File: config.mk
export PLATFORM = sky130hd
export DESIGN_NAME = sphov_ctrl
export DESIGN_NICKNAME = d
export VERILOG_FILES = /design/src/sphov_pkg.sv /design/src/sphov_ctrl.sv
export VERILOG_INCLUDE_DIRS = /design/src /design/src/src
export SDC_FILE = /design/constraint.sdc
export NUM_CORES = 1
export LEC_CHECK = 0
export BUFFER_PORTS_ARGS = -buffer_cell sky130_fd_sc_hd__buf_2
export CORE_AREA = 2 2 39 41
export DETAILED_ROUTE_END_ITERATION = 10
export DIE_AREA = 0 0 41 43
export REMOVE_ABC_BUFFERS = 1
export SYNTH_ARGS = -nofsm -noshare
export SYNTH_HDL_FRONTEND = slang
export SYNTH_SLANG_ARGS = --single-unit
File: constraint.sdc
create_clock -name clk -period 2.8 [get_ports clk]
set_clock_uncertainty 0.2 [all_clocks]
set_input_delay 0.28 -clock clk [delete_from_list [all_inputs] [get_ports clk]]
set_output_delay 0.28 -clock clk [all_outputs]
set_load 0.02 [all_outputs]
File: src/sphere_overlap_bitmask_assert.svh
// Assertion macros shared by the sphere overlap bitmask RTL
`ifndef SPHERE_OVERLAP_BITMASK_ASSERT_SVH
`define SPHERE_OVERLAP_BITMASK_ASSERT_SVH

`ifndef SYNTHESIS
// Check a property on every clock edge outside reset
`define SPHOV_ASSERT(label, clock, reset_n, prop) \
	label: assert property (@(posedge clock) disable iff (!reset_n) (prop)) \
		else $error("sphov assertion failed");
// Check that a condition never holds outside reset
`define SPHOV_ASSERT_NEVER(label, clock, reset_n, cond) \
	label: assert property (@(posedge clock) disable iff (!reset_n) !(cond)) \
		else $error("sphov forbidden condition seen");
`else
`define SPHOV_ASSERT(label, clock, reset_n, prop)
`define SPHOV_ASSERT_NEVER(label, clock, reset_n, cond)
`endif

`endif

File: src/sphov_pkg.sv
// Shared constants, types and codes for the sphere overlap bitmask block
package sphov_pkg;

	// table and coordinate sizes
	localparam int MAX_ENTRIES = 64;
	localparam int COORD_WIDTH = 24;
	localparam int IDX_W       = $clog2(MAX_ENTRIES);

	// request field widths
	localparam int INDEX_FIELD_W = 6;
	localparam int FLAG_W        = 32;
	localparam int BASE_W        = 6;
	localparam int COUNT_W       = 7;
	localparam int HIT_W         = 32;
	localparam int S_TDATA_W     = 152;
	localparam int M_TDATA_W     = 32;

	// walk bookkeeping widths
	localparam int SPAN_W = $clog2(MAX_ENTRIES + 1);
	localparam int WALK_W = ((COUNT_W > SPAN_W) ? COUNT_W : SPAN_W) + 1;
	localparam int POS_W  = $clog2(HIT_W + MAX_ENTRIES + 1);
	localparam int BIT_W  = $clog2(HIT_W);

	// arithmetic widths: difference, square, sum of three squares
	localparam int DIFF_W = COORD_WIDTH + 1;
	localparam int SQ_W   = 2 * COORD_WIDTH + 1;
	localparam int SUM_W  = SQ_W + 2;

	// match mask bits with a special meaning
	localparam int MASK_RANGE_BIT  = 0;
	localparam int MASK_SINGLE_BIT = 5;

	typedef enum logic {
		CMD_WRITE = 1'b0,
		CMD_QUERY = 1'b1
	} cmd_t;

	typedef enum logic [1:0] {
		ST_IDLE,
		ST_WALK,
		ST_DRAIN
	} state_t;

	// one stored sphere
	typedef struct packed {
		logic [FLAG_W-1:0]             flags;
		logic signed [COORD_WIDTH-1:0] radius;
		logic signed [COORD_WIDTH-1:0] cz;
		logic signed [COORD_WIDTH-1:0] cy;
		logic signed [COORD_WIDTH-1:0] cx;
	} entry_t;

	localparam int ENTRY_W = $bits(entry_t);

	// controller to datapath
	typedef struct packed {
		logic write_entry;
		logic load_query;
		logic step;
		logic emit;
	} ctrl_cmd_t;

	// datapath to controller
	typedef struct packed {
		logic walk_done;
		logic pipe_empty;
		logic out_free;
	} dp_stat_t;

endpackage

File: src/sphov_ctrl.sv
// Controller state machine: accept requests, run the walk, drain and emit
`include "sphere_overlap_bitmask_assert.svh"

module sphov_ctrl
	import sphov_pkg::*;
(
	input  logic      clk,
	input  logic      arst_n,
	input  logic      s_tvalid,
	input  cmd_t      command,
	output logic      s_tready,
	input  dp_stat_t  stat,
	output ctrl_cmd_t cmd
);

	state_t state_q;
	state_t state_d;

	// state register
	always_ff @(posedge clk or negedge arst_n) begin
		if (!arst_n) begin
			state_q <= ST_IDLE;
		end else begin
			state_q <= state_d;
		end
	end

	// next state and commands
	always_comb begin
		state_d  = state_q;
		s_tready = 1'b0;
		cmd      = '0;
		unique case (state_q)
			ST_IDLE: begin
				s_tready = 1'b1;
				if (s_tvalid) begin
					if (command == CMD_QUERY) begin
						cmd.load_query = 1'b1;
						state_d        = ST_WALK;
					end else begin
						cmd.write_entry = 1'b1;
					end
				end
			end
			ST_WALK: begin
				if (stat.walk_done) begin
					state_d = ST_DRAIN;
				end else begin
					cmd.step = 1'b1;
				end
			end
			ST_DRAIN: begin
				if (stat.pipe_empty && stat.out_free) begin
					cmd.emit = 1'b1;
					state_d  = ST_IDLE;
				end
			end
			default: begin
				state_d = ST_IDLE;
			end
		endcase
	end

	// a new request only ever meets an empty pipeline
	`SPHOV_ASSERT(a_accept_pipe_empty, clk, arst_n, s_tready |-> stat.pipe_empty)
	// no reads are issued once the walk has ended
	`SPHOV_ASSERT(a_drain_no_step, clk, arst_n, (state_q == ST_DRAIN) |-> !cmd.step)

endmodule

==> impl_metrics.yaml <==
place:
  post-place-ws_ps: 1340
  gp_congestion: 0.588
  portBuffers: 11
synth:
  synthTopCellsByArea: "dfrtp_1 41%, a31o_1 14%, nor3b_2 10%, and3b_1 7.1%, nor4b_1 7.1%"
  ys_top_cells_by_count: "2 x a31o_1, 2 x dfrtp_1"
  yosys.area_share.simple: 0.418
  yosys.area_share.xor_xnor: 0
  synthArstFlopShare: 1.00
  synthMuxAreaShare: 0
  synth_top_family_by_area: "simple AND/OR/NAND/NOR gates"
  synthDistinctLibCells: 10
  synth-warning-count: 0
  ys_ff_latch: 2
  yosys.area.top_type: "dfrtp_1"
  ys.flop_type: "dfrtp_1"
  postSynthCellCount: 12
  synth_edf_count: 0
  synth_compound_area_frac: 0.143
  synthAdderAreaFrac: 0
  ys_seq_area_frac: 0.408
  synth.top_cell.area_share: 0.408
  synthesis.area_um2: 123
  avgSynthCellArea_um2: 10.2
finish:
  n_antenna_cell: 0
  largest_register: "state_q"
  largest_reg_flops: 2
  synthToLayoutAreaGrowth_pct: 87.8
  largestRegisters: "state_q (2)"
  drive_gt1_frac: 0.556
  nets: 36
floorplanning:
  initial_utilization: 0.0886
  die_h_um: 43
  coreArea_um2: 1380
  die_area_um2: 1760
  die_x_um: 41
  num_rows: 14
  ioPinCount: 12
setup_path:
  startpoint_type: "flip-flop"
  r2r_cells: 2
  crit_fanout: 6
  worst-setup-path-type: "reg2out"
  crit_start: "state_q[0]"
  cp-endpoint: "cmd[3]"
  cp.required_ps: 2320
  r2r-end: "state_q[1]"
  cp.arrival_ps: 1200
  end_kind: "output pin"
  regToRegStartpoint: "state_q[0]"
  ff2ff_setup_slack_ps: 1690
detailed_routing:
  vias: 154
  routed_wl_um: 388
  wl_per_cell_um: 9.02
  drc_errors: 0
  vias_per_cell: 3.58
  detail-route-antenna-nets: 0
  drtIter0Drc: 3
  dr.pass1.iters: 2
sta:
  finalCritPeriodShare: 0.600
  slew_headroom: 0.808
  hold_viol: 0
  fin_crit_ps: 1680
  fin_tns_setup_ps: 0
  tightestPinTransition_ps: 283
  drv_slew: 0
  setup_viol: 0
  fmaxAchievable_mhz: 595
  rsz0062_at_grt: "false"
  worst_slack_ps: 1120
clock_tree:
  cts-resized-gates: 0
  cts_made_buffers: 3
  cts-root-buf: "clkbuf_4"
  htree_levels: 1
  cts_tree: "yes"
  cts_buffer_depth: 2
  insertion_delay_ps: 220
  cts.sinks: 2
  clkTransAtPathRegs_ps: 30
global_routing:
  antenna_found_initial: 0
  grt_remaining_overflow: 0
  grt_max_degree: 7
  grt_pass1_vias: 142
  grt_pass1_wl_um: 572
  track_usage: 0.0592
run:
  maxCapViolations: 0
power_and_ir_drop:
  powerDensity_nw_per_um2: 889
  vdd_drop_max_v: 0.000124
  p_leak_nw: 0.121
min_path:
  hold_path_depth: 2
  worstHoldPathType: "in2reg"
outcome:
  status: "finished, final reports clean"
==> cells by family (layout without fill, tap and decap cells) <==
| group | Yosys count | count (layout) |
|---|---|---|
| simple gates | 7 | 7 |
| flops | 2 | 2 |
| buf+inv | 1 | 16 |
| compound gates | 2 | 2 |
==> per-stage QoR <==
step           total power [W]  instances  hold WS, ps   util  area [um2]
6_report              0.000205         43          115  0.166         230
3_3_place_gp          0.000141         39         -134  0.143         198
3_5_place_dp          0.000144         39         -133  0.143         198
4_1_cts               0.000212         43          108  0.166         230
5_1_grt               0.000221         43          127  0.166         230
2_1_floorplan         0.000113         12         -216      -         123
==> layout make-up <==
type	instances	area (um2)
fill	169	1150
inverter	1	3.75
clock buffer	3	22.5
timing repair buffer	12	65.1
tap	16	20.0
multi-input combinational	9	68.8
sequential	2	50.0
==> report_power, final <==
group	internal, W	switching (W)	leakage, nW
Combinational	0.0000379	0.0000473	0.0816
Sequential	0.0000408	0.0000164	0.0261
Clock	0.0000472	0.0000151	0.0138
==> cells in the final DEF (no fill, tap or decap) <==
master,synthesis,final
inv_1,1,1
clkbuf_4,0,3
nand2_1,1,1
buf_2,0,11
nor3b_2,1,1
nor3b_1,1,1
nor4b_1,1,1
a31o_1,2,2
dlygate4sd3_1,0,1
dfrtp_1,2,2
and3_1,1,1
and3b_1,1,1
nor2_1,1,1
==> worst min-delay path by stage <==
stage               startpoint    endpoint
floorplan               arst_n  state_q[0]
global placement        arst_n  state_q[1]
detailed placement      arst_n  state_q[1]
CTS                   s_tvalid  state_q[0]
global route          s_tvalid  state_q[0]
finish                s_tvalid  state_q[0]
==> repair_timing <==
item,4_1_cts,5_1_grt
hold endpoints to repair,2,0
hold buffers,1,0
setup endpoints to repair,0,0
setup buffers,0,0
==> critical path, cell delays in order, from the launching register on <==
cell	delay, ps
dfrtp_1	410
nor4b_1	340
buf_2	230
==> metal layers <==
layer  wire length (um)  share of wire  GRT usage  vias to the layer above
met5                  0              0          0                        -
met4                  8          0.021     0.0800                        0
met3                 39           0.10     0.0471                        2
met2                237           0.61     0.0906                        4
met1                104           0.27     0.0289                       68
li1                   -              -          -                       80
(Power assumes the default switching activity.)
